===== src/smve_pkg.sv =====
`timescale 1ns / 1ps
// ----------------------------------------------------------------------------
// smve_pkg
// Shared types and constants of the sample mean and variance engine.
// ----------------------------------------------------------------------------
package smve_pkg;

    localparam int DATA_W          = 32;
    localparam int CNT_OUT_W       = 11;
    localparam int MAX_SAMPLES_DEF = 1024;
    localparam int QUEUE_DEPTH     = 2;
    localparam int QUEUE_AW        = $clog2(QUEUE_DEPTH);
    localparam int DIV_W           = 64;

    localparam logic [1:0] MODE_SCALE = 2'd0;
    localparam logic [1:0] MODE_AVG   = 2'd1;
    localparam logic [1:0] MODE_MAG   = 2'd2;

    localparam logic CFG_MODE   = 1'b0;
    localparam logic CFG_INVDEN = 1'b1;

    localparam logic [DATA_W-1:0] INVDEN_RESET = 32'h0001_0000;

    typedef struct packed {
        logic signed [DATA_W-1:0] value_a;
        logic signed [DATA_W-1:0] value_b;
        logic signed [DATA_W-1:0] value_c;
        logic                     final_sample;
    } t_item;

endpackage


===== src/smve_queue.sv =====
`timescale 1ns / 1ps
// ----------------------------------------------------------------------------
// smve_queue
// Front end: takes input beats and holds them in a short queue for the back end.
// ----------------------------------------------------------------------------
module smve_queue (
    input  logic            i_clk,
    input  logic            i_rst_n,
    input  logic            i_in_valid,
    output logic            o_in_stall,
    input  smve_pkg::t_item i_item,
    output logic            o_valid,
    output smve_pkg::t_item o_item,
    input  logic            i_pop
);

    localparam int FILL_W = $clog2(smve_pkg::QUEUE_DEPTH + 1);

    smve_pkg::t_item                  r_slot [smve_pkg::QUEUE_DEPTH];
    logic [smve_pkg::QUEUE_AW-1:0]    r_wp;
    logic [smve_pkg::QUEUE_AW-1:0]    r_rp;
    logic [FILL_W-1:0]                r_fill;
    logic                             push;
    logic                             pop;

    assign o_in_stall = (r_fill == FILL_W'(smve_pkg::QUEUE_DEPTH));
    assign o_valid    = (r_fill != '0);
    assign o_item     = r_slot[r_rp];
    assign push       = i_in_valid && !o_in_stall;
    assign pop        = i_pop && o_valid;

    always_ff @(posedge i_clk) begin
        if (push) begin
            r_slot[r_wp] <= i_item;
        end
    end

    always_ff @(posedge i_clk) begin
        if (!i_rst_n) begin
            r_wp   <= '0;
            r_rp   <= '0;
            r_fill <= '0;
        end else begin
            if (push) begin
                r_wp <= r_wp + 1'b1;
            end
            if (pop) begin
                r_rp <= r_rp + 1'b1;
            end
            r_fill <= r_fill + FILL_W'(push) - FILL_W'(pop);
        end
    end

endmodule


===== config.mk =====
export PLATFORM = sky130hd
export DESIGN_NAME = smve_queue
export DESIGN_NICKNAME = d
export VERILOG_FILES = /design/src/smve_pkg.sv /design/src/smve_queue.sv
export SDC_FILE = /design/constraint.sdc
export NUM_CORES = 1
export LEC_CHECK = 0
export BUFFER_PORTS_ARGS = -buffer_cell sky130_fd_sc_hd__buf_2
export CELL_PAD_IN_SITES_DETAIL_PLACEMENT = 1
export CELL_PAD_IN_SITES_GLOBAL_PLACEMENT = 2
export CORE_ASPECT_RATIO = 1.1
export CORE_MARGIN = 3
export CORE_UTILIZATION = 41
export CTS_CLUSTER_DIAMETER = 40
export DETAILED_ROUTE_END_ITERATION = 6
export GPL_TIMING_DRIVEN = 1
export PLACE_DENSITY = 0.94
export SLEW_MARGIN = 5
export SYNTH_ARGS = -nofsm -noshare
export SYNTH_HDL_FRONTEND = slang
export SYNTH_SLANG_ARGS = --single-unit

===== constraint.sdc =====
create_clock -name i_clk -period 10.4 [get_ports i_clk]
set_input_delay 0.52 -clock i_clk [delete_from_list [all_inputs] [get_ports i_clk]]
set_output_delay 0.52 -clock i_clk [all_outputs]
set_load 0.05 [all_outputs]

==> flow_summary.ini <==
[run_status]
status = finished, final reports clean

[placed_design]
portBuffers = 199
place_area_um2 = 8602
gp_routability_congestion = 0.7081
dp_hpwl_um = 10450

[floorplan]
fp-row-count = 50
dieArea_um2 = 19580
die_width_um = 133.7
initial_utilization_pct = 42.43
io_pins = 200
core_um2 = 17330
die_h_um = 146.5

[synth]
ys_types = 19
synthCells = 329
syn_area_per_cell_um2 = 22.35
synth-seq-area-share_pct = 80.59
syn_area_um2 = 7353
syn_nets = 432
ys_ff_latch = 199
ys_warn_count = 0

[setup_path]
cp_cell_sequence = buf_4, mux2_2, buf_2
path_class = register to output pin
crit_path_max_incr_delay_ns = 0.84
critPathLaunchType = register
crit_path_end_kind = output pin
critPathBufInv = 2
crit_family = buffers and inverters
cp_data_arrival_time_ns = 2.66
rr_startpoint = r_fill[0]
critPathRequiredTime_ns = 9.88
critPathSlowestCell = buf_4
cp_max_fo = 67

[flow_run]
cap_violations = 0

[clocking]
cts_resized = 0
postCtsHoldBufs = 0
h-tree-depth = 4
clock-sinks = 199
root_buffer = clkbuf_16
insertion_delay_ns = 0.43
numCtsBuffers = 17
cts_setup_buffers = 0
cts_buffer_depth = 2
cts_tree = done
clkTransAtPathRegs_ns = 0.07

[drt]
ant_nets = 0
drt_iter0_markers = 232
routedWlPerCell_um = 19.38
drc = 0
vias = 3739
first_pass_iters = 4
viasPerCell = 4.751
drt-total-wl_um = 15250

[grt]
grt_pass1_wl_um = 23180
overflow = 0
track_usage_pct = 15.67
antenna_found_initial = 1
grt_pass1_vias = 4136
grt_max_degree = 68

[sta]
finalMaxSlewViolations = 0
finalCritPeriodShare_pct = 30.57
fmax_mhz = 314.5
hold_violations = 0
fin_tns_setup_ns = 0
skew_ns = 0.01048
fin_crit_ns = 3.179
tightest_slew_ns = 0.9636
relSlewSlack_pct = 35.76
setup_violations = 0
rsz0062_at_grt = false

[pwr]
power.density_nw_per_um2 = 299.2
p_leak_nw = 3.478
vdd_drop_max_mv = 0.1654

[final_layout]
drive_above_1_share_pct = 60.40
nNetsFinal = 643
diodes = 0
synthToLayoutAreaGrowth_pct = 24.74
multi_input_area_um2 = 1343
regArea_um2 = 5929
num-fill-cells = 1631
design_area_um2 = 9173

[hold_path]
worstHoldStart = i_item[41]
hp-class = input pin to register
-- report_power, final --
group	internal, mW	switching (mW)	leakage (nW)	total (mW)
registers	1.03	0.0568	1.85	1.09
logic	0.291	0.735	1.35	1.03
clock network	0.336	0.291	0.272	0.627
total	1.66	1.08	3.48	2.74
-- cells by family after synthesis --
family,Yosys count,synth area share (%)
flops,199,80.59
mux,98,16.52
buf+inv,14,1.327
simple gates,13,0.8848
xor+xnor,2,0.2383
fa+ha+maj,2,0.3403
compound gates,1,0.1021
-- cells in the final DEF (no fill, tap or decap) --
cell type / count
and2_1: 2
and3_4: 1
buf_2: 199
buf_4: 4
bufinv_16: 1
clkbuf_16: 17
clkinv_1: 2
clkinv_2: 1
clkinv_4: 3
clkinvlp_4: 3
dfxtp_1: 4
dfxtp_4: 1
edfxtp_1: 194
ha_1: 2
inv_1: 3
inv_6: 1
inv_8: 4
mux2_2: 67
mux2_4: 30
mux2i_1: 1
nand2_1: 2
nand2b_1: 2
nor2_1: 3
nor2_4: 1
nor3_1: 1
o21a_1: 1
or2_2: 1
xnor2_1: 1
xor2_1: 1
-- flip-flops by register name, indices dropped and copies added (netlist names), named ones only --
| signal | count |
|---|---|
| r_slot | 194 |
| r_fill | 2 |
| r_rp | 1 |
| r_wp | 1 |
-- Yosys cell counts --
master | n | area, um^2
edfxtp_1 | 194 | 5826
mux2_2 | 67 | 754.5
mux2_4 | 30 | 450.4
buf_2 | 6 | 30.03
buf_6 | 5 | 56.30
dfxtp_1 | 5 | 100.1
nor2_1 | 4 | 15.01
inv_1 | 3 | 11.26
and2_1 | 2 | 12.51
ha_1 | 2 | 25.02
nand2_1 | 2 | 7.510
nand2b_1 | 2 | 12.51
and3_1 | 1 | 6.260
mux2i_1 | 1 | 10.01
nor3_1 | 1 | 5.000
o21a_1 | 1 | 7.510
or2_2 | 1 | 6.260
xnor2_1 | 1 | 8.760
xor2_1 | 1 | 8.760
-- cell type report --
class | count | area share, %
Clock buffer | 17 | 4.638
Clock inverter | 15 | 1.582
Inverter | 3 | 0.1228
Multi-Input combinational cell | 116 | 14.64
Sequential cell | 199 | 64.64
Tap cell | 234 | 3.192
Timing Repair Buffer | 203 | 11.19
-- final timing paths --
check / to / slack (ns) / cells after the start
worst max-delay path: o_item[40] / 7.22 / 3
worst min-delay path: r_slot[1][41] / 0.28 / 1
worst max register to register: r_slot[0][82] / 8.01 / 5
worst min register to register: r_rp / 0.53 / 2
-- stage by stage --
stage / setup slack, ns / cells / utilization [%] / hold slack, ns / power (mW)
floorplan: 5.194 / 329 / - / 0.4549 / 1.937
global placement: 7.657 / 755 / 49.64 / 0.4957 / 2.119
detailed placement: 7.612 / 755 / 49.64 / 0.5272 / 2.151
CTS: 7.136 / 787 / 52.93 / 0.2526 / 2.784
global route: 7.060 / 787 / 52.93 / 0.2546 / 2.860
finish: 7.221 / 787 / 52.93 / 0.2819 / 2.745
-- routing by layer --
metal  up-vias  wire, um  global-route usage [%]
met5         -         7                       0
met2       147      8034                   27.85
met1      1856      6105                   18.38
met3        15       915                   4.411
met4         2       189                   4.990
li1       1719         -                       -
(Power assumes the default switching activity.)
